## config.mk

```make
export PLATFORM = sky130hd
export DESIGN_NAME = cisph_queue
export DESIGN_NICKNAME = d
export VERILOG_FILES = /design/src/cisph_pkg.sv /design/src/cisph_queue.sv
export SDC_FILE = /design/constraint.sdc
export NUM_CORES = 1
export LEC_CHECK = 0
export ABC_AREA = 0
export BUFFER_PORTS_ARGS = -buffer_cell sky130_fd_sc_hd__buf_2
export CAP_MARGIN = 25
export CORE_ASPECT_RATIO = 1.4
export CORE_MARGIN = 4
export CORE_UTILIZATION = 53
export CTS_BUF_LIST = sky130_fd_sc_hd__clkbuf_8
export DETAILED_ROUTE_END_ITERATION = 10
export PLACE_DENSITY = 0.81
export SYNTH_ARGS = -nofsm -noshare
export SYNTH_HDL_FRONTEND = slang
export SYNTH_SLANG_ARGS = --single-unit
export TNS_END_PERCENT = 50
```

## constraint.sdc

```tcl
create_clock -name clock -period 2 [get_ports clock]
set_clock_uncertainty 0.05 [all_clocks]
set_input_delay 0.4 -clock clock [delete_from_list [all_inputs] [get_ports clock]]
set_output_delay 0.4 -clock clock [all_outputs]
set_load 0.02 [all_outputs]
```

## src/cisph_pkg.sv

```systemverilog
`timescale 1ns / 1ps
// ----------------------------------------------------------------------------
// cisph_pkg
// shared constants, operation codes and types for the crossing histogram
// ----------------------------------------------------------------------------
package cisph_pkg;

   localparam int VALUE_BITS_DEF = 8;
   localparam int NUM_BINS_DEF   = 256;
   localparam int COUNT_BITS_DEF = 32;

   localparam int OP_BITS        = 2;
   localparam int CORNER_BITS    = 8;
   localparam int BIN_BITS       = 8;
   localparam int OUT_COUNT_BITS = 32;
   localparam int QUEUE_DEPTH    = 2;

   localparam logic [OP_BITS-1:0] OP_ADD   = 2'd0;
   localparam logic [OP_BITS-1:0] OP_READ  = 2'd1;
   localparam logic [OP_BITS-1:0] OP_CLEAR = 2'd2;

   typedef struct packed {
      logic [OP_BITS-1:0]  op;
      logic [BIN_BITS-1:0] lo;
      logic [BIN_BITS-1:0] hi;
      logic [BIN_BITS-1:0] sel;
      logic                sel_ok;
   } cmd_type;

   typedef enum logic [2:0] {
      BK_CLEAR,
      BK_IDLE,
      BK_ADD,
      BK_READ,
      BK_RESULT
   } back_state_type;

endpackage

```

## src/cisph_queue.sv

```systemverilog
`timescale 1ns / 1ps
// ----------------------------------------------------------------------------
// cisph_queue
// short command queue between front and back
// ----------------------------------------------------------------------------
module cisph_queue (
   input  logic               clock,
   input  logic               reset,
   input  logic               push,
   input  cisph_pkg::cmd_type push_cmd,
   output logic               full,
   input  logic               pop,
   output logic               empty,
   output cisph_pkg::cmd_type head
);

   localparam int DEPTH = cisph_pkg::QUEUE_DEPTH;
   localparam int PTR_W = (DEPTH > 1) ? $clog2(DEPTH) : 1;
   localparam int CNT_W = $clog2(DEPTH + 1);

   cisph_pkg::cmd_type entry_ff [DEPTH];
   logic [PTR_W-1:0]   wr_ptr_ff, wr_ptr_in;
   logic [PTR_W-1:0]   rd_ptr_ff, rd_ptr_in;
   logic [CNT_W-1:0]   count_ff, count_in;
   logic               do_push, do_pop;

   assign full    = (count_ff == CNT_W'(DEPTH));
   assign empty   = (count_ff == '0);
   assign head    = entry_ff[rd_ptr_ff];
   assign do_push = push && !full;
   assign do_pop  = pop && !empty;

   always_comb begin
      wr_ptr_in = wr_ptr_ff;
      rd_ptr_in = rd_ptr_ff;
      count_in  = count_ff;
      if (do_push) begin
         wr_ptr_in = (wr_ptr_ff == PTR_W'(DEPTH - 1)) ? '0 : wr_ptr_ff + 1'b1;
      end
      if (do_pop) begin
         rd_ptr_in = (rd_ptr_ff == PTR_W'(DEPTH - 1)) ? '0 : rd_ptr_ff + 1'b1;
      end
      if (do_push && !do_pop) begin
         count_in = count_ff + 1'b1;
      end else if (do_pop && !do_push) begin
         count_in = count_ff - 1'b1;
      end
   end

   always_ff @(posedge clock) begin
      if (reset) begin
         wr_ptr_ff <= '0;
         rd_ptr_ff <= '0;
         count_ff  <= '0;
      end else begin
         wr_ptr_ff <= wr_ptr_in;
         rd_ptr_ff <= rd_ptr_in;
         count_ff  <= count_in;
      end
   end

   always_ff @(posedge clock) begin
      if (do_push) begin
         entry_ff[wr_ptr_ff] <= push_cmd;
      end
   end

endmodule

```

==> metrics.md <==
| Metric | Value |
|---|---|
| Status | complete, no violations |
| Fin. Hold Viols | 0 |
| HPWL after DPL | 2.656 mm |
| Max Fanout on Critical Path | 17 |
| Post-CTS Repair Setup Buffers | 0 |
| Vias in the first global route | 1324 |
| Hold_buf cts | 0 |
| Pre-Repair DR Iteration Count | 4 |
| Clk root buf | clkbuf_8 |
| Slew HR | 78.22% |
| Syn_nets | 141 |
| Final setup fails | 0 |
| Largest net degree at the start of global routing | 18 |
| TritonCTS clock tree | done |
| Avg Synthesized Cell Area | 19.85 um2 |
| Worst min-delay path category | in2reg |
| Seq/Total Area, Yosys | 79.58% |
| CTS H-tree lvls | 3 |
| Iteration-0 DRC Markers | 52 |
| FP Rows | 27 |
| Startpoint types | register |
| Layout fillers | 281 |
| Peak Freq | 0.5317 GHz |
| CP endpoint kind | primary output |
| Slowest-stage cell, CP | mux2_2 |
| First-pass GRT wire length | 5.989 mm |
| Initial antenna violation count | 0 |
| Worst path bufs/invs | 2 |
| Latest clock arrival within the worst-skew pair | 320 ps |
| Clock Path Buffers | 2 |
| Top-count cell post-synth | edfxtp_1 |
| Synth top cells by count | edfxtp_1, mux2_2, dfxtp_1, nor2_1 |
| NumNets Final | 214 |
| Static leakage | 1.072 nW |
| Synth top area cells | edfxtp_1, mux2_2, dfxtp_1, xor2_1, nor2_1 |
| Yosys cell types | 14 |
| Peak VDD IR | 0.0009676 V |
| CP required | 1550 ps |
| Via/cell ratio | 5.087 |
| PostCTS Resize Cnt | 0 |
| GRT overflow | 0 |
| Area Growth Syn to Fin | 25.74% |
| Seq cells post-synth | 59 |
| Total Power | 3.614 mW |
| Arr. time, crit path | 1430 ps |
| Final wirelength | 3.786 mm |
| Die height | 83.60 um |
| Reg2Reg Setup Slack | 390 ps |
| Post-Syn Instances | 109 |
| ANT cells | 0 |
| Synthesized cell area | 2163 um2 |
| Critical path class | reg2out |
| Max incr delay on CP | 370 ps |
| Leading area contributor after synthesis | edfxtp_1 |
| Die W | 62.00 um |
| DRC | 0 |
| Max cap viols | 0 |
| Fin crit share | 94.04% |
| Cells along the critical path | buf_4 -> mux2_2 -> buf_2 |
| Core area | 3953 um2 |
| Post-synth top flop | edfxtp_1 |
| Power per cell area | 1329 nW/um2 |
| Setup TNS | 0 ps |
| I/O pin cnt | 60 |
| Setup repair after global routing missed its margin | no |
| Clk pin slew, worst setup/hold paths | 60 ps |
| Routed WL per cell | 16.46 um |
| Final ANT Viol Nets | 0 |
| Gpl congestion | 0.6306 |
| GRT Util Overall | 16.42% |
| Yosys warns | 0 |
| Starting density of the core | 54.73% |
| Port Buffers | 59 |
| Layout cells sized above 1 | 57.22% |
| Die area | 5182 um2 |
| Synth async-reset ratio | 0% |
| Number of flops mapped to enable cells by yosys | 54 |
| CTS Buf Count | 9 |
| CP top delay family | buffers and inverters |
| Synth top area share | 74.96% |
| Num Clock Sinks | 59 |
| Routed via count | 1170 |
| Worst slew pin tran | 323.3 ps |
| Final Critical Period | 1881 ps |
| Max Slew Vio Count | 0 |
-- layout by cell type, fill, tap and decap left out --
cell type	instances
buf_2	59
buf_4	6
and2_1	1
clkinv_2	2
or3_1	2
a21oi_1	2
edfxtp_1	54
xor2_1	3
nor2b_2	1
ha_1	1
dfxtp_1	5
o21ai_0	3
clkbuf_8	12
inv_1	4
mux2_2	27
nor2_1	5
-- metal layers --
metal  track usage (%)  share of wire [%]  vias to the layer above
li1                  -                  -                      565
met1             17.68                 36                      561
met2             26.42                 55                       40
met3             7.430                8.1                        4
met4             7.529               0.90                        0
met5                 0                  0                        -
-- power by group --
group	switching (mW)	internal (mW)	leakage [nW]
Combinational	0.618	0.434	0.422
Sequential	0.0595	1.56	0.546
Clock	0.410	0.537	0.105
-- cells by family after synthesis --
kind of cell	Yosys count	share of synthesized area, %
AND/OR/NAND/NOR	9	2.140
multiplexers	27	14.05
AO/OA/AOI/OAI	5	1.157
adder cells (fa/ha/maj)	1	0.5783
XOR/XNOR	3	1.215
flip-flops	59	79.58
buffers and inverters	5	1.272
-- path summary, 6_finish.rpt --
check                                         startpoint                        to  depth (start not counted)
worst max-delay path                            register                  head[23]                          3
worst min register to register  count_ff[1]$_SDFFE_PP0P_  count_ff[1]$_SDFFE_PP0P_                          2
worst max register to register  count_ff[0]$_SDFFE_PP0P_  count_ff[1]$_SDFFE_PP0P_                          4
worst min-delay path                         push_cmd[3]  entry_ff[0][3]$_DFFE_PP_                          1
-- state kept, by name, summed over array words and instances, names as in the netlist, named ones only --
| signal | count |
|---|---|
| entry_ff | 54 |
| count_ff | 2 |
| rd_ptr_ff | 1 |
| wr_ptr_ff | 1 |
-- cell type report --
type / instances / area [um2] / share of cell area [%]
Timing Repair Buffer: 65 / 340.3 / 12.51
Multi-Input combinational cell: 45 / 414.1 / 15.23
Tap cell: 43 / 53.80 / 1.978
Clock inverter: 4 / 17.52 / 0.6440
Clock buffer: 12 / 165.2 / 6.072
Sequential cell: 59 / 1722 / 63.29
Inverter: 2 / 7.507 / 0.2760
-- metrics by stage --
step | cells | instance area [um2] | hold slack, ps | setup WS, ps | utilization, %
global route | 230 | 2720 | 182.8 | 40.74 | 68.82
finish | 230 | 2720 | 214.2 | 119.2 | 68.82
detailed placement | 214 | 2537 | 456.6 | 374.4 | 64.20
global placement | 214 | 2537 | 418.8 | 433.2 | 64.20
CTS | 230 | 2720 | 195.2 | 81.32 | 68.82
floorplan | 109 | 2163 | 401.6 | 174.1 | -
-- worst register-to-register path: cells and delay by family (launching register included) --
| kind | cells | cell delay [ps] |
|---|---|---|
| compound gates | 2 | 450 |
| fa+ha+maj | 1 | 330 |
| flops | 1 | 360 |
| simple gates | 1 | 360 |
No activity file was read; power rests on OpenSTA's default activity.
