===== config.mk =====
export PLATFORM = sky130hd
export DESIGN_NAME = cisph_back_flat
export DESIGN_NICKNAME = d
export VERILOG_FILES = /design/src/cisph_pkg.sv /design/src/cisph_intf.sv /design/src/cisph_back.sv /design/src/flat_wrapper.sv
export SDC_FILE = /design/constraint.sdc
export NUM_CORES = 1
export LEC_CHECK = 0
export BUFFER_PORTS_ARGS = -buffer_cell sky130_fd_sc_hd__buf_2
export CAP_MARGIN = 40
export CORE_MARGIN = 2
export CORE_UTILIZATION = 45
export CTS_CLUSTER_SIZE = 20
export DETAILED_ROUTE_END_ITERATION = 16
export GPL_ROUTABILITY_DRIVEN = 0
export GPL_TIMING_DRIVEN = 0
export PLACE_DENSITY = 0.84
export RECOVER_POWER = 25
export SYNTH_ARGS = -nofsm -noshare
export SYNTH_HDL_FRONTEND = slang
export SYNTH_SLANG_ARGS = --single-unit

===== constraint.sdc =====
create_clock -name clock -period 6.4 [get_ports clock]
set_input_delay 0.32 -clock clock [delete_from_list [all_inputs] [get_ports clock]]
set_output_delay 0.32 -clock clock [all_outputs]
set_load 0.03 [all_outputs]

===== src/cisph_pkg.sv =====
`timescale 1ns / 1ps
// ----------------------------------------------------------------------------
// cisph_pkg
// shared constants, operation codes and types for the crossing histogram
// ----------------------------------------------------------------------------
package cisph_pkg;

   localparam int VALUE_BITS_DEF = 8;
   localparam int NUM_BINS_DEF   = 256;
   localparam int COUNT_BITS_DEF = 32;

   localparam int OP_BITS        = 2;
   localparam int CORNER_BITS    = 8;
   localparam int BIN_BITS       = 8;
   localparam int OUT_COUNT_BITS = 32;
   localparam int QUEUE_DEPTH    = 2;

   localparam logic [OP_BITS-1:0] OP_ADD   = 2'd0;
   localparam logic [OP_BITS-1:0] OP_READ  = 2'd1;
   localparam logic [OP_BITS-1:0] OP_CLEAR = 2'd2;

   typedef struct packed {
      logic [OP_BITS-1:0]  op;
      logic [BIN_BITS-1:0] lo;
      logic [BIN_BITS-1:0] hi;
      logic [BIN_BITS-1:0] sel;
      logic                sel_ok;
   } cmd_type;

   typedef enum logic [2:0] {
      BK_CLEAR,
      BK_IDLE,
      BK_ADD,
      BK_READ,
      BK_RESULT
   } back_state_type;

endpackage


===== src/cisph_intf.sv =====


interface cisph_rsp_if;
   logic                                 valid;
   logic                                 ready;
   logic [cisph_pkg::BIN_BITS-1:0]       bin_number;
   logic [cisph_pkg::OUT_COUNT_BITS-1:0] bin_count;

   modport source (output valid, bin_number, bin_count, input ready);
   modport sink   (input valid, bin_number, bin_count, output ready);
endinterface


===== src/cisph_back.sv =====
`timescale 1ns / 1ps
// ----------------------------------------------------------------------------
// cisph_back
// sequencer over the count store: span increments, reads and clearing sweeps
// ----------------------------------------------------------------------------
module cisph_back #(
   parameter int NUM_BINS   = cisph_pkg::NUM_BINS_DEF,
   parameter int COUNT_BITS = cisph_pkg::COUNT_BITS_DEF
) (
   input  logic                        clock,
   input  logic                        reset,
   input  logic                        empty,
   input  cisph_pkg::cmd_type          head,
   output logic                        pop,
   output logic                        init_busy,
   output logic                        wr_en,
   output logic [$clog2(NUM_BINS)-1:0] wr_addr,
   output logic [COUNT_BITS-1:0]       wr_data,
   output logic [$clog2(NUM_BINS)-1:0] rd_addr,
   input  logic [COUNT_BITS-1:0]       rd_data,
   cisph_rsp_if.source                 rsp_if
);

   localparam int AW = $clog2(NUM_BINS);
   localparam int BB = cisph_pkg::BIN_BITS;
   localparam int OB = cisph_pkg::OUT_COUNT_BITS;

   cisph_pkg::back_state_type state_ff, state_in;
   logic [BB-1:0] cur_ff, cur_in;
   logic [BB-1:0] hi_ff, hi_in;
   logic [BB-1:0] sel_ff, sel_in;
   logic          sel_ok_ff, sel_ok_in;
   logic [AW-1:0] clr_addr_ff, clr_addr_in;
   logic          init_ff, init_in;
   logic          wr_pend_ff, wr_pend_in;
   logic [AW-1:0] wr_addr_ff, wr_addr_in;
   logic          rsp_valid_ff, rsp_valid_in;
   logic [BB-1:0] rsp_bin_ff, rsp_bin_in;
   logic [OB-1:0] rsp_count_ff, rsp_count_in;

   logic          clr_last;
   logic          add_last;
   logic          load_rsp;
   logic [63:0]   cnt_wide;

   assign clr_last = (clr_addr_ff == AW'(NUM_BINS - 1));
   assign add_last = ((cur_ff + 1'b1) == hi_ff);
   assign cnt_wide = 64'(rd_data);

   // next state
   always_comb begin
      state_in = state_ff;
      case (state_ff)
         cisph_pkg::BK_CLEAR: begin
            if (clr_last) state_in = cisph_pkg::BK_IDLE;
         end
         cisph_pkg::BK_IDLE: begin
            if (!empty) begin
               case (head.op)
                  cisph_pkg::OP_ADD:   state_in = cisph_pkg::BK_ADD;
                  cisph_pkg::OP_READ:  state_in = cisph_pkg::BK_READ;
                  cisph_pkg::OP_CLEAR: state_in = cisph_pkg::BK_CLEAR;
                  default:             state_in = cisph_pkg::BK_IDLE;
               endcase
            end
         end
         cisph_pkg::BK_ADD: begin
            if (add_last) state_in = cisph_pkg::BK_IDLE;
         end
         cisph_pkg::BK_READ: begin
            state_in = cisph_pkg::BK_RESULT;
         end
         cisph_pkg::BK_RESULT: begin
            if (load_rsp) state_in = cisph_pkg::BK_IDLE;
         end
         default: begin
            state_in = cisph_pkg::BK_IDLE;
         end
      endcase
   end

   // outputs
   always_comb begin
      pop      = 1'b0;
      load_rsp = 1'b0;
      rd_addr  = AW'(cur_ff);
      wr_en    = wr_pend_ff;
      wr_addr  = wr_addr_ff;
      wr_data  = (rd_data == {COUNT_BITS{1'b1}}) ? rd_data : rd_data + 1'b1;
      case (state_ff)
         cisph_pkg::BK_CLEAR: begin
            wr_en   = 1'b1;
            wr_addr = clr_addr_ff;
            wr_data = '0;
         end
         cisph_pkg::BK_IDLE: begin
            pop = !empty;
         end
         cisph_pkg::BK_READ: begin
            rd_addr = AW'(sel_ff);
         end
         cisph_pkg::BK_RESULT: begin
            rd_addr  = AW'(sel_ff);
            load_rsp = !rsp_valid_ff || rsp_if.ready;
         end
         default: begin
            pop = 1'b0;
         end
      endcase
   end

   // datapath next values
   always_comb begin
      cur_in       = cur_ff;
      hi_in        = hi_ff;
      sel_in       = sel_ff;
      sel_ok_in    = sel_ok_ff;
      clr_addr_in  = clr_addr_ff;
      init_in      = init_ff;
      wr_pend_in   = (state_ff == cisph_pkg::BK_ADD);
      wr_addr_in   = AW'(cur_ff);
      rsp_valid_in = rsp_valid_ff;
      rsp_bin_in   = rsp_bin_ff;
      rsp_count_in = rsp_count_ff;

      if (pop) begin
         cur_in      = head.lo;
         hi_in       = head.hi;
         sel_in      = head.sel;
         sel_ok_in   = head.sel_ok;
         clr_addr_in = '0;
      end
      if (state_ff == cisph_pkg::BK_CLEAR) begin
         clr_addr_in = clr_addr_ff + 1'b1;
         if (clr_last) init_in = 1'b0;
      end
      if (state_ff == cisph_pkg::BK_ADD) begin
         cur_in = cur_ff + 1'b1;
      end

      if (load_rsp) begin
         rsp_valid_in = 1'b1;
         rsp_bin_in   = sel_ff;
         if (!sel_ok_ff) begin
            rsp_count_in = '0;
         end else if (|cnt_wide[63:OB]) begin
            rsp_count_in = {OB{1'b1}};
         end else begin
            rsp_count_in = cnt_wide[OB-1:0];
         end
      end else if (rsp_if.ready) begin
         rsp_valid_in = 1'b0;
      end
   end

   always_ff @(posedge clock) begin
      if (reset) begin
         state_ff     <= cisph_pkg::BK_CLEAR;
         clr_addr_ff  <= '0;
         init_ff      <= 1'b1;
         wr_pend_ff   <= 1'b0;
         rsp_valid_ff <= 1'b0;
      end else begin
         state_ff     <= state_in;
         clr_addr_ff  <= clr_addr_in;
         init_ff      <= init_in;
         wr_pend_ff   <= wr_pend_in;
         rsp_valid_ff <= rsp_valid_in;
      end
   end

   always_ff @(posedge clock) begin
      cur_ff       <= cur_in;
      hi_ff        <= hi_in;
      sel_ff       <= sel_in;
      sel_ok_ff    <= sel_ok_in;
      wr_addr_ff   <= wr_addr_in;
      rsp_bin_ff   <= rsp_bin_in;
      rsp_count_ff <= rsp_count_in;
   end

   assign init_busy         = init_ff;
   assign rsp_if.valid      = rsp_valid_ff;
   assign rsp_if.bin_number = rsp_bin_ff;
   assign rsp_if.bin_count  = rsp_count_ff;

endmodule


===== src/flat_wrapper.sv =====
// flat-port wrapper written by rule: the top's interface ports become plain ports
module cisph_back_flat 
#(
   parameter int NUM_BINS   = cisph_pkg::NUM_BINS_DEF,
   parameter int COUNT_BITS = cisph_pkg::COUNT_BITS_DEF
)
  (clock, reset, empty, head, pop, init_busy, wr_en, wr_addr, wr_data, rd_addr, rd_data, rsp_if_valid, rsp_if_bin_number, rsp_if_bin_count, rsp_if_ready);
  cisph_rsp_if rsp_if_i ();
  input  logic clock;
  input  logic reset;
  input  logic empty;
  input  cisph_pkg::cmd_type head;
  output logic pop;
  output logic init_busy;
  output logic wr_en;
  output logic [$clog2(NUM_BINS)-1:0] wr_addr;
  output logic [COUNT_BITS-1:0] wr_data;
  output logic [$clog2(NUM_BINS)-1:0] rd_addr;
  input  logic [COUNT_BITS-1:0] rd_data;
  output wire logic [$bits(rsp_if_i.valid)-1:0] rsp_if_valid;
  output wire logic [$bits(rsp_if_i.bin_number)-1:0] rsp_if_bin_number;
  output wire logic [$bits(rsp_if_i.bin_count)-1:0] rsp_if_bin_count;
  input wire logic [$bits(rsp_if_i.ready)-1:0] rsp_if_ready;
  assign rsp_if_valid = rsp_if_i.valid;
  assign rsp_if_bin_number = rsp_if_i.bin_number;
  assign rsp_if_bin_count = rsp_if_i.bin_count;
  assign rsp_if_i.ready = rsp_if_ready;
  cisph_back #(.NUM_BINS(NUM_BINS), .COUNT_BITS(COUNT_BITS)) u_core (.clock(clock), .reset(reset), .empty(empty), .head(head), .pop(pop), .init_busy(init_busy), .wr_en(wr_en), .wr_addr(wr_addr), .wr_data(wr_data), .rd_addr(rd_addr), .rd_data(rd_data), .rsp_if(rsp_if_i));
endmodule

==> results.ini <==
[setup_path]
path_buf_inv=4
startpoint=u_core.state_ff[0]
cp.arrival_ns=2.61
crit_required_ns=6.08
worstRegToRegCells=7
reg2reg_from=u_core.state_ff[0]
crit_family=buffers and inverters
cp_cell_sequence=clkbuf_1 > or3_1 > clkbuf_1 > clkbuf_1 > o21ai_0 > nor2_1 > buf_2
critPathMaxFanout=10
critPathCapture=wr_data[17]
cpMostUsedCell=clkbuf_1
r2r_slack_ns=3.92
cp_slowest_cell=clkbuf_1
cp.depth=7
critical_path_class=register to output port
rr_endpoint=u_core.clr_addr_ff[2]
max_stage_delay_ns=0.46
cp-start-kind=register
setup.worst_path.end_class=output port

[sta]
max_slew_margin=0.461
max_freq_ghz=0.341
worst_slew_pin_slew_ns=0.808
tns_ns=0
finalCriticalPeriod_ns=2.93
rsz0062_at_grt=false
setup_viol=0
min_period_over_period=0.458
fin_worst_skew_ns=0.0151
slew_viol_final=0
fin_hold_ws_ns=0.122
finalHoldViolations=0

[pwr]
switching_share=0.242
ir_worst_vdd_mv=0.101
internal_power_w=0.000819
comb_power_share=0.063
power_frac_clock=0.377
p_leak_nw=2.32
power.switching_w=0.000261
power.density_nw_per_um2=189
pwr-share-seq=0.560

[logic_synthesis]
syn_area_per_cell_um2=10.4
yosysMostFrequentCell=edfxtp_1
synth_common_cells=edfxtp_1 (65), nand2_1 (60), nor2_1 (48)
synth-edff-count=65
yosysWarnings=0
ys.flop_type=edfxtp_1
synth_top_area_frac=0.430
yosys.area.top_type=edfxtp_1
ys_seq_area_frac=0.527
ys_top_cells_by_area=edfxtp_1 (43%), dfxtp_1 (9.7%), nand2_1 (5.0%)
synth_cells=437
synth_cell_types=53
synthArstFlopShare=0
synth_area_um2=4540
syn-num-nets=503
synth-seq-cells=87

[grt]
grt_pass1_wl_um=18300
grt_max_degree=30
grt_overflow=0
first_global_vias=3822
antenna_found_initial=0
track_usage=0.210

[floorplan]
ios=155
dieArea_um2=10900
start_util=0.464
row_count=36
die_w_um=104
core_um2=9770
die_h_um=104

[drt]
first_pass_iters=4
antenna_left=0
drt_iter0_drc=212
viasPerCell=5.24
wl_um=11500
wire_per_inst_um=15.6
vias=3883
drc=0

[clocking]
clockRootBuffer=clkbuf_8
cts_hold_buf=0
post-cts-setup-buffers=0
cts_buffer_depth=2
cts-buffers-inserted=9
htree_levels=3
insertion_delay_ns=0.36
clk_pin_slew_ns=0.10
numClockSinks=87
cts_tree=done
ctsResizeCount=0

[placement]
numPortBuffers=154
hpwlAfterDp_um=8730

[cells_and_area]
final_layout_size_suffix_gt1_frac=0.337
n_antenna_cell=0
syn_to_final_growth_pct=26.0
fill_cells=836
final_nets=669

[run]
max_cap_violations=0

[worst_hold_path]
hp-class=primary input to register

[status]
status=complete, no violations

[cell families after synthesis]
logic type	after synthesis	share of synthesized area
AOI/OAI and AO/OA	51	0.0722
xor gates and xnor gates	38	0.0733
adders and majority gates	3	0.00827
buffers and inverters	22	0.0190
DFF	87	0.527
muxes	9	0.0223
and+or+nand+nor	227	0.278
[power by group through the flow]
| stage | logic, W | registers, W | clock network, W |
|---|---|---|---|
| after floorplan | 0.0000298 | 0.000617 | 0 |
| after global placement | 0.0000644 | 0.000618 | 0 |
| final | 0.0000679 | 0.000605 | 0.000407 |
| after global routing | 0.0000749 | 0.000605 | 0.000438 |
| after detailed placement | 0.0000674 | 0.000618 | 0 |
| after CTS | 0.0000679 | 0.000605 | 0.000417 |
[final cells by class]
class / count / area (um2) / area share
Buffer: 16 / 62.6 / 0.0109
Clock buffer: 11 / 163 / 0.0284
Clock inverter: 5 / 51.3 / 0.00897
Inverter: 6 / 22.5 / 0.00394
Multi-Input combinational cell: 328 / 2070 / 0.362
Sequential cell: 87 / 2390 / 0.418
Tap cell: 133 / 166 / 0.0291
Timing Repair Buffer: 155 / 791 / 0.138
[per-layer routing]
metal  wire length, um  global-route usage  vias up
li1                  -                   -     1884
met1              4770               0.253     1789
met2              5750               0.373      188
met3               806              0.0445       22
met4               204              0.0656        0
met5                 0                   0        -
[stage by stage]
| stage | power, W | util | instances | area (um2) | setup slack [ns] |
|---|---|---|---|---|---|
| 2_1_floorplan | 0.000647 | - | 437 | 4540 | 3.31 |
| 3_3_place_gp | 0.000682 | 0.560 | 724 | 5480 | 2.29 |
| 3_5_place_dp | 0.000685 | 0.563 | 725 | 5510 | 3.74 |
| 4_1_cts | 0.00109 | 0.585 | 741 | 5720 | 3.66 |
| 5_1_grt | 0.00112 | 0.585 | 741 | 5720 | 3.30 |
| 6_report | 0.00108 | 0.585 | 741 | 5720 | 3.47 |
[flip-flops by register name (all words and copies together), names as in the netlist]
signal,cells
u_core.rsp_if.bin_count,32
u_core.sel_ff,8
u_core.sel_ok_ff,1
u_core.clr_addr_ff,8
u_core.wr_addr_ff,8
u_core.init_busy,1
u_core.rsp_if.bin_number,8
u_core.cur_ff,8
u_core.hi_ff,8
u_core.wr_pend_ff,1
u_core.rsp_if.valid,1
u_core.state_ff,3
[cell usage in the layout, fill, tap and decap left out, types with 15 or more instances in the layout]
cell type    n
edfxtp_1    65
nand2_1     60
xnor2_1     23
nor2_1      48
buf_2      156
a21oi_1     15
and2_1      21
xor2_1      15
dfxtp_1     22
o21ai_0     20
[worst min-delay path by stage]
stage,cells past startpoint,end,start
finish,1,u_core.hi_ff[2],head[11]
global route,1,u_core.hi_ff[5],head[14]
CTS,1,u_core.hi_ff[5],head[14]
floorplan,1,u_core.rsp_if.valid,reset
global placement,0,u_core.wr_addr_ff[4],u_core.cur_ff[4]
detailed placement,0,u_core.wr_addr_ff[4],u_core.cur_ff[4]
(Power assumes the default switching activity.)
