## config.mk

```make
export PLATFORM = sky130hd
export DESIGN_NAME = cisph_front_flat
export DESIGN_NICKNAME = d
export VERILOG_FILES = /design/src/cisph_pkg.sv /design/src/cisph_intf.sv /design/src/cisph_front.sv /design/src/flat_wrapper.sv
export SDC_FILE = /design/constraint.sdc
export NUM_CORES = 1
export LEC_CHECK = 0
export BUFFER_PORTS_ARGS = -buffer_cell sky130_fd_sc_hd__buf_4
export CAP_MARGIN = 5
export CORE_AREA = 2 2 104 106
export DETAILED_ROUTE_END_ITERATION = 16
export DIE_AREA = 0 0 106 108
export PLACE_DENSITY = 0.76
export SYNTH_ARGS = -nofsm -noshare
export SYNTH_HDL_FRONTEND = slang
export SYNTH_SLANG_ARGS = --single-unit
```

## constraint.sdc

```tcl
create_clock -name vclk -period 31.3
set_input_delay 3.13 -clock vclk [all_inputs]
set_output_delay 3.13 -clock vclk [all_outputs]
set_load 0.005 [all_outputs]
```

## src/cisph_pkg.sv

```systemverilog
`timescale 1ns / 1ps
// ----------------------------------------------------------------------------
// cisph_pkg
// shared constants, operation codes and types for the crossing histogram
// ----------------------------------------------------------------------------
package cisph_pkg;

   localparam int VALUE_BITS_DEF = 8;
   localparam int NUM_BINS_DEF   = 256;
   localparam int COUNT_BITS_DEF = 32;

   localparam int OP_BITS        = 2;
   localparam int CORNER_BITS    = 8;
   localparam int BIN_BITS       = 8;
   localparam int OUT_COUNT_BITS = 32;
   localparam int QUEUE_DEPTH    = 2;

   localparam logic [OP_BITS-1:0] OP_ADD   = 2'd0;
   localparam logic [OP_BITS-1:0] OP_READ  = 2'd1;
   localparam logic [OP_BITS-1:0] OP_CLEAR = 2'd2;

   typedef struct packed {
      logic [OP_BITS-1:0]  op;
      logic [BIN_BITS-1:0] lo;
      logic [BIN_BITS-1:0] hi;
      logic [BIN_BITS-1:0] sel;
      logic                sel_ok;
   } cmd_type;

   typedef enum logic [2:0] {
      BK_CLEAR,
      BK_IDLE,
      BK_ADD,
      BK_READ,
      BK_RESULT
   } back_state_type;

endpackage

```

## src/cisph_intf.sv

```systemverilog
`timescale 1ns / 1ps
// ----------------------------------------------------------------------------
// cisph_req_if / cisph_rsp_if
// valid/ready channels for command beats and bin count beats
// ----------------------------------------------------------------------------
interface cisph_req_if;
   logic                                 valid;
   logic                                 ready;
   logic [cisph_pkg::OP_BITS-1:0]        operation;
   logic [cisph_pkg::CORNER_BITS-1:0]    corner_a;
   logic [cisph_pkg::CORNER_BITS-1:0]    corner_b;
   logic [cisph_pkg::CORNER_BITS-1:0]    corner_c;
   logic [cisph_pkg::CORNER_BITS-1:0]    corner_d;
   logic [cisph_pkg::CORNER_BITS-1:0]    corner_e;
   logic [cisph_pkg::CORNER_BITS-1:0]    corner_f;
   logic [cisph_pkg::CORNER_BITS-1:0]    corner_g;
   logic [cisph_pkg::CORNER_BITS-1:0]    corner_h;
   logic [cisph_pkg::BIN_BITS-1:0]       bin_select;

   modport source (output valid, operation, corner_a, corner_b, corner_c, corner_d,
                   corner_e, corner_f, corner_g, corner_h, bin_select, input ready);
   modport sink   (input valid, operation, corner_a, corner_b, corner_c, corner_d,
                   corner_e, corner_f, corner_g, corner_h, bin_select, output ready);
endinterface


```

## src/cisph_front.sv

```systemverilog
`timescale 1ns / 1ps
// ----------------------------------------------------------------------------
// cisph_front
// takes command beats, finds the corner span and drops empty work
// ----------------------------------------------------------------------------
module cisph_front #(
   parameter int VALUE_BITS = cisph_pkg::VALUE_BITS_DEF,
   parameter int NUM_BINS   = cisph_pkg::NUM_BINS_DEF
) (
   cisph_req_if.sink          req_if,
   input  logic               q_full,
   input  logic               init_busy,
   output logic               push,
   output cisph_pkg::cmd_type push_cmd
);

   localparam int CB = cisph_pkg::CORNER_BITS;
   localparam int BB = cisph_pkg::BIN_BITS;
   localparam logic [CB-1:0] VAL_MASK =
      (VALUE_BITS >= CB) ? {CB{1'b1}} : CB'((1 << VALUE_BITS) - 1);
   localparam logic [BB-1:0] BIN_CAP =
      (NUM_BINS >= (1 << BB)) ? {BB{1'b1}} : BB'(NUM_BINS);
   localparam bit CAP_ON = (NUM_BINS < (1 << BB));

   logic [CB-1:0] corner [8];
   logic [CB-1:0] lo;
   logic [CB-1:0] hi;
   logic [BB-1:0] hi_eff;
   logic          keep;

   assign corner[0] = req_if.corner_a & VAL_MASK;
   assign corner[1] = req_if.corner_b & VAL_MASK;
   assign corner[2] = req_if.corner_c & VAL_MASK;
   assign corner[3] = req_if.corner_d & VAL_MASK;
   assign corner[4] = req_if.corner_e & VAL_MASK;
   assign corner[5] = req_if.corner_f & VAL_MASK;
   assign corner[6] = req_if.corner_g & VAL_MASK;
   assign corner[7] = req_if.corner_h & VAL_MASK;

   always_comb begin
      lo = corner[0];
      hi = corner[0];
      for (int k = 1; k < 8; k++) begin
         if (corner[k] < lo) lo = corner[k];
         if (corner[k] > hi) hi = corner[k];
      end
   end

   // span end clipped to the top of the store
   assign hi_eff = (CAP_ON && (BB'(hi) > BIN_CAP)) ? BIN_CAP : BB'(hi);

   always_comb begin
      case (req_if.operation)
         cisph_pkg::OP_ADD:   keep = (BB'(lo) < hi_eff);
         cisph_pkg::OP_READ:  keep = 1'b1;
         cisph_pkg::OP_CLEAR: keep = 1'b1;
         default:             keep = 1'b0;
      endcase
   end

   assign req_if.ready    = !init_busy && !q_full;
   assign push            = req_if.valid && req_if.ready && keep;
   assign push_cmd.op     = req_if.operation;
   assign push_cmd.lo     = BB'(lo);
   assign push_cmd.hi     = hi_eff;
   assign push_cmd.sel    = req_if.bin_select;
   assign push_cmd.sel_ok = (32'(req_if.bin_select) < 32'(NUM_BINS));

endmodule

```

## src/flat_wrapper.sv

```systemverilog
// flat-port wrapper written by rule: the top's interface ports become plain ports
module cisph_front_flat 
#(
   parameter int VALUE_BITS = cisph_pkg::VALUE_BITS_DEF,
   parameter int NUM_BINS   = cisph_pkg::NUM_BINS_DEF
)
  (q_full, init_busy, push, push_cmd, req_if_valid, req_if_operation, req_if_corner_a, req_if_corner_b, req_if_corner_c, req_if_corner_d, req_if_corner_e, req_if_corner_f, req_if_corner_g, req_if_corner_h, req_if_bin_select, req_if_ready);
  cisph_req_if req_if_i ();
  input  logic q_full;
  input  logic init_busy;
  output logic push;
  output cisph_pkg::cmd_type push_cmd;
  input wire logic [$bits(req_if_i.valid)-1:0] req_if_valid;
  input wire logic [$bits(req_if_i.operation)-1:0] req_if_operation;
  input wire logic [$bits(req_if_i.corner_a)-1:0] req_if_corner_a;
  input wire logic [$bits(req_if_i.corner_b)-1:0] req_if_corner_b;
  input wire logic [$bits(req_if_i.corner_c)-1:0] req_if_corner_c;
  input wire logic [$bits(req_if_i.corner_d)-1:0] req_if_corner_d;
  input wire logic [$bits(req_if_i.corner_e)-1:0] req_if_corner_e;
  input wire logic [$bits(req_if_i.corner_f)-1:0] req_if_corner_f;
  input wire logic [$bits(req_if_i.corner_g)-1:0] req_if_corner_g;
  input wire logic [$bits(req_if_i.corner_h)-1:0] req_if_corner_h;
  input wire logic [$bits(req_if_i.bin_select)-1:0] req_if_bin_select;
  output wire logic [$bits(req_if_i.ready)-1:0] req_if_ready;
  assign req_if_i.valid = req_if_valid;
  assign req_if_i.operation = req_if_operation;
  assign req_if_i.corner_a = req_if_corner_a;
  assign req_if_i.corner_b = req_if_corner_b;
  assign req_if_i.corner_c = req_if_corner_c;
  assign req_if_i.corner_d = req_if_corner_d;
  assign req_if_i.corner_e = req_if_corner_e;
  assign req_if_i.corner_f = req_if_corner_f;
  assign req_if_i.corner_g = req_if_corner_g;
  assign req_if_i.corner_h = req_if_corner_h;
  assign req_if_i.bin_select = req_if_bin_select;
  assign req_if_ready = req_if_i.ready;
  cisph_front #(.VALUE_BITS(VALUE_BITS), .NUM_BINS(NUM_BINS)) u_core (.req_if(req_if_i), .q_full(q_full), .init_busy(init_busy), .push(push), .push_cmd(push_cmd));
endmodule
```

==> results.txt, run 1 <==
The run finished with clean final reports. The total overflow reported by the global router came out at 0. The basic-gate share of the synthesized area counting and, or, nand and nor cells is a little under a fifth. The via count of the first global-routing pass was between 4000 and 5000. The peak supply drop came out at between 0.1 and 0.15 mV.

The power per cell area is roughly 100 nW/um^2. After detailed routing, the average wire length per cell comes to roughly 16 um. The kind of launch point of the worst setup path is an input pin. The post-synthesis mux area share came out at between 15 and 20%.

The area of the core is 10200 um^2. After layout, the minimum clock period comes to about 21 ns. The worst hold-check slack came out at 6.26 ns.

The vertical extent of the die is approximately 110 um. The area growth from synthesis to layout is 16.4%. The critical path's slowest cell is sky130_fd_sc_hd__and3_1. The layout has 0 clock buffers. The total iterations of the first detailed-routing run is 4. The worst setup path is captured at a primary output. The tool flagged a number of max-cap violations equal to 0.

At the end of routability-driven placement, the weighted congestion stood at between 0.9 and 1. The overall via count from detail_route is 4762. The finished layout holds around 810 standard cells, fillers aside. After clock tree synthesis, the flow added hold-fix buffers numbering 0. The sequential cells in the finished layout cover a total of 0 um^2. By count the netlist is led by 97 x sky130_fd_sc_hd__ha_1, 80 x sky130_fd_sc_hd__inv_1, 49 x sky130_fd_sc_hd__mux2i_1.

The area share of the largest cell type after synthesis came out at 27.3%. Including well taps, the total number of placed cells is 811. Synthesis handed over a netlist of 604 instances. The synthesized netlist devotes 26.3% of its cell area to compound gates. The total power of the final layout came out at between 500 and 600 uW.

The number of antenna violations at the first check in global routing is 0. The pin count of the biggest net entering global routing came out at 18. The delay of the slowest critical-path stage is around 0.47 ns.

The final sequential cell count is 0. The static power due to leakage is 2.84 nW. Synthesis produced a netlist with a net count of just under 800. STA puts the critical path data required time at 28.17 ns.

By area, the combinational part of the netlist is dominated by adder cells. The slew of the pin with the lowest slew margin is around 0.9 ns. In the final design database the tool counted approximately 850 nets.

The number of DRC markers after the initial detailed-route iteration is roughly 210. The number of primary I/O pins came out at 106. The sum of net half-perimeters after detailed placement is around 11 mm. The floorplan has 37 rows. The per-instance average area after synthesis came out at roughly 7.4 um^2. By area the synthesized netlist is led by sky130_fd_sc_hd__ha_1 27%, sky130_fd_sc_hd__mux2i_1 11%, sky130_fd_sc_hd__inv_1 6.7%. Once detail routing completed, the nets flagged for antenna violations numbered 0.

The Yosys warning count came out at 0. Gates resized during post-CTS repair numbered 0. Of the total synthesized cell area, the portion taken by full adders, half adders and majority gates is roughly 28%. The count of pins over their slew limit is 0. The xor-xnor portion of the synthesized cell area is 0%. Measured against its own limit, the worst slew margin works out to 41.6%. The cell area after synthesis came out at 4450 um^2.

The part of the total power dissipated in combinational logic is 100.0%. The overall track demand over capacity in global routing is 22.4%. The type of the worst setup path is input pin to primary output.

With fillers left out, the area of the finished cells amounts to 5180 um^2. sky130_fd_sc_hd__ha_1 is the most common cell in the netlist. The final-layout setup total negative slack came out at 0 ns. The number of setup violations in the final report is 0. The register area share after synthesis came out at 0%. The clock share of power is 0%.

The vias per cell is 5.87. The first global-routing pass estimated 21.6 mm of wire. The ratio of cells with drive above 1 in the final layout is between 20% and 30%. The internal portion of total power is 249 uW.

The number of failing hold endpoints at the final stage is 0. The DRC violation count after routing came out at 0. Setup repair after global routing left no endpoint under its margin. The placed instance area came out at ~5200 um^2. Along the worst path, the maximum fanout reaches 17.

The timing-limited maximum frequency came out at 46.6 MHz. The arrival time reported for the critical path endpoint is around 18 ns. The antenna diode count is 0. Summed over all instances, the cell type with the most area after synthesis is sky130_fd_sc_hd__ha_1. Net switching is around 53% of the power. The count of input and output buffers came out at 89. The worst hold path belongs to the class input pin to primary output.

For this design the total switching power over the nets is between 200 and 300 uW. The share of the clock period used by the worst path is 68.5%. The die covers about 11000 um^2. The initial utilization of the core area, before any placement, comes to 43.5%.

The number of buffers inserted to repair setup after CTS is 0. The proportion of power drawn by flip-flops and latches is 0%. The die span in x is 106 um.

The final wirelength came out at 13.1 mm. In this run, distinct cell masters in the synthesized netlist total 73.
## metal layers
layer  global-route usage [%]  vias up  share of wire, %
li1                         -     2352                 -
met3                     1.57       26               5.2
met4                     7.14        0               2.3
met5                        0        -                 0
met2                     41.0      160                48
met1                     28.0     2224                45
## cells in the final DEF (no fill, tap or decap), types with 4 or more instances in the layout
cell type                   n
sky130_fd_sc_hd__o21ai_0   32
sky130_fd_sc_hd__nand4_1    8
sky130_fd_sc_hd__o221ai_1   7
sky130_fd_sc_hd__mux2i_1   49
sky130_fd_sc_hd__and2_1     4
sky130_fd_sc_hd__ha_1      97
sky130_fd_sc_hd__a21o_1    22
sky130_fd_sc_hd__a31oi_1    6
sky130_fd_sc_hd__maj3_1     4
sky130_fd_sc_hd__a21oi_1   43
sky130_fd_sc_hd__nand2_1   46
sky130_fd_sc_hd__and3_1     5
sky130_fd_sc_hd__nand2b_1   9
sky130_fd_sc_hd__buf_4     91
sky130_fd_sc_hd__nor2_1    40
sky130_fd_sc_hd__nor3_1     7
sky130_fd_sc_hd__nand3_1   14
sky130_fd_sc_hd__nor2b_1    8
sky130_fd_sc_hd__o21a_1     6
sky130_fd_sc_hd__mux2_2    21
sky130_fd_sc_hd__inv_1     80
## stage by stage
| step | setup WS [ns] | utilization [%] |
|---|---|---|
| final | 9.85 | 50.6 |
| after global routing | 8.59 | 50.6 |
| after CTS | 10.0 | 50.6 |
| after detailed placement | 10.03 | 50.6 |
| after global placement | 10.39 | 50.6 |
| after floorplan | 11.69 | - |
## cell families after synthesis
group           after synthesis
compound gates              165
fa+ha+maj                   102
mux                          72
buf+inv                     100
simple gates                164
other cells                   1
## critical path: cells and delay by family
family	cells	cell delay [ns]
AOI/OAI and AO/OA	34	7.11
and+or+nand+nor	18	3.62
adders and majority gates	8	2.25
muxes	4	1.31
buffers and inverters	7	0.85
## final cells by class
class                           instances  area, um^2
Multi-Input combinational cell        504        4030
Inverter                               80         300
Timing Repair Buffer                   91         683
Tap cell                              136         170
Fill cell                             988        5050
## worst paths after layout
check | slack, ns | depth (start not counted) | end | from
min | 6.26 | 0 | push_cmd[2] | req_if_bin_select[1]
max | 9.85 | 71 | push | req_if_corner_b[7]
## power by group through the flow
stage               Sequential [mW]  Combinational [mW]  Clock (mW)
CTS                               0               0.528           0
finish                            0               0.532           0
global route                      0               0.591           0
floorplan                         0               0.381           0
global placement                  0               0.505           0
detailed placement                0               0.524           0
Note: power is estimated with default switching activity, not from simulation.
==> run 2, diff against run 1 <==
- clock period: 31.3 -> 21.9 ns (I/O delays scaled with it)
==> run 2 against run 1 <==
Against the previous run:
- critical path depth is the same
- combinational power grew 42%
- worst setup slack lost 7.6 ns
- clock-buffer cell count is the same
- final cell count is the same
- core utilization is the same
- via count shrank 0.42%
- die area is the same
- global-route usage shrank 0.55 points
- total power grew 42%
- critical endpoint unchanged
- largest power group unchanged
- hold slack lost 1.9 ns
==> results.txt, run 2 (synthesis results as in run 1) <==
The flow ran to the end, and the final reports show no timing, DRC or antenna violations. The power spent charging and discharging nets is 399 uW (+41%). The count of input and output buffers was 89 (unchanged). The slowest stage of the critical path belongs to the cell sky130_fd_sc_hd__and3_1. The sum of net half-perimeters after detailed placement is 11.3 mm (-1.5%). The count of non-filler cells in the finished layout is 811 (unchanged). The die span in x came out at 106 um (unchanged). The ratio of cells with drive above 1 in the final layout is 20.6% (unchanged). Leaving out fill and tap cells, the most frequent cells in the layout are 97 x sky130_fd_sc_hd__ha_1, 91 x sky130_fd_sc_hd__buf_4, 80 x sky130_fd_sc_hd__inv_1, 49 x sky130_fd_sc_hd__mux2i_1, 46 x sky130_fd_sc_hd__nand2_1. The worst setup path is captured at a primary output.

The vias per cell is 5.85 (-0.42%). The post-CTS resize count came out at 0 (unchanged). The area of the core came to 10200 um^2 (unchanged). The count of pins over their slew limit came to 0 (unchanged).

The fraction of the core area covered by cells at the end of the flow is 50.6% (unchanged). The total power of the final layout came to 755 uW (+42%). The worst path in the final design needs a cycle of a little under 20 ns, including I/O delays and setup. The worst-path maximum fanout is 17 (unchanged).

The area growth from synthesis to layout came out at 16.4% (unchanged). The cell depth of the worst hold path is 0 (unchanged). The floorplan die area came to 11400 um^2 (unchanged). The via count of the first global-routing pass came out at 4642 (-2.4%). The internal portion of total power is 356 uW (+43%). The post-layout net count is 851 (unchanged). The path with the worst hold slack has its endpoint at push_cmd[2]. The type of the worst setup path is input pin to primary output. The relative max-transition margin is 42.1% (+0.54 points). The average wire per standard cell came out at 15.9 um (-1.7%). The count of clock buffers in the final design is 0 (unchanged). The number of antenna violations at the first check in global routing is 0 (unchanged). The total of max-cap violations was 0 (unchanged).

The required time at the worst-slack endpoint is 19.71 ns (-8.46 ns). The switching share of power is 52.9% (-0.23 points). The routability congestion estimate from global placement is 0.924 (about the same). The number of buffers inserted to repair setup after CTS is 0 (unchanged).

The sequential cell area in the final layout is 0 um^2 (unchanged). The DRC violation count after routing is 0 (unchanged). Among the stages of the critical path, the cell type that occurs most often is sky130_fd_sc_hd__o21ai_0. Setup repair after global routing left no endpoint under its margin. The final wirelength is 12.9 mm (-1.7%). The hold-fix buffer count after cts came out at 0 (unchanged). The overall track demand over capacity in global routing came out at 21.9% (-0.55 points). The total overflow reported by the global router was 0 (unchanged).

The site row count is 37 (unchanged). The effective utilization at floorplan was 43.5% (unchanged). The final sequential cell count is 0 (unchanged). The slew of the pin with the lowest slew margin is 0.868 ns (-0.00812 ns). The timing-limited maximum frequency is around 50 MHz.

The wire length of the first global-routing pass is 21.0 mm (-2.8%). The share of the clock period used by the worst path came out at 89.5%. The total iterations of the first detailed-routing run came to 5 (+1).

The power per cell area was 146 nW/um^2 (+42%). The number of failing hold endpoints at the final stage was 0 (unchanged). The post-route cell area is 5180 um^2 (unchanged). The proportion of power drawn by flip-flops and latches came out at 0% (unchanged).

The final-layout setup total negative slack is 0 ns (unchanged). The placed instance area came to 5180 um^2 (unchanged). The antenna diode count is 0 (unchanged). The arrival time reported for the critical path endpoint is 17.42 ns (-0.90 ns).

The static power due to leakage is 2.84 nW (unchanged). In this run the most critical hold path is launched from req_if_bin_select[1]. The number of primary I/O pins is 106 (unchanged). The part of the total power dissipated in combinational logic is 100.0% (about the same). Leaving out fill and tap cells, the most frequent cell in the layout is sky130_fd_sc_hd__ha_1. The kind of launch point of the worst setup path is an input pin. The number of antenna-violating nets in the routed design came out at 0 (unchanged).

The clock share of power is 0% (unchanged). The number of DRC markers after the initial detailed-route iteration is 226 (+5.6%). The post-placement cell count was 811 (unchanged). The delay of the slowest critical-path stage is 0.49 ns (+0.02 ns). In this run the worst hold path is classified as input pin to primary output.

The peak supply drop is 0.157 mV (+36%). The pin count of the biggest net entering global routing is 18 (unchanged). The overall via count from detail_route was 4742 (-0.42%). The vertical extent of the die came out at 108 um (unchanged). The number of setup violations in the final report is 0 (unchanged).
[run 2: cell counts in the layout (fill, tap and decap cells not counted)]
Identical to the previous run, type by type.
[run 2: metrics by stage]
step	worst slack [ns]	hold WS [ns]
final	2.29	4.38
after CTS	2.46	4.38
after detailed placement	2.52	4.38
after floorplan	4.17	4.41
after global routing	0.865	4.38
after global placement	2.87	4.38
[run 2: metal layers]
layer  track usage, %  share of wire [%]  up-vias
li1                 -                  -     2350
met1             27.5                 44     2211
met2             40.9                 49      163
met3             1.69                5.8       18
met4             4.32                1.4        0
met5                0                  0        -
[run 2: area by class of cell]
cell class                      count  area [um^2]
Timing Repair Buffer               91          683
Tap cell                          136          170
Fill cell                         962         5050
Multi-Input combinational cell    504         4030
Inverter                           80          300
[run 2: worst max path at each step]
stage | from | cells after the start | endpoint | slack, ns
2_1_floorplan | req_if_corner_a[7] | 74 | push | 4.17
3_3_place_gp | req_if_corner_b[7] | 71 | push | 2.87
3_5_place_dp | req_if_corner_b[7] | 71 | push | 2.52
4_1_cts | req_if_corner_b[7] | 71 | push | 2.46
5_1_grt | req_if_corner_b[7] | 73 | push | 0.87
6_report | req_if_corner_b[7] | 71 | push | 2.29
[run 2: power by group through the flow]
stage | registers, mW | logic, mW | clock network, mW
final | 0 | 0.755 | 0
after global routing | 0 | 0.844 | 0
after CTS | 0 | 0.752 | 0
after detailed placement | 0 | 0.748 | 0
after global placement | 0 | 0.721 | 0
after floorplan | 0 | 0.545 | 0
[run 2: worst max-delay path: cells and delay by family]
kind                       cells  cell delay [ns]
muxes                          4             1.34
and+or+nand+nor               19             3.85
AOI/OAI and AO/OA             33             6.86
adders and majority gates      8             2.28
buffers and inverters          7             0.87
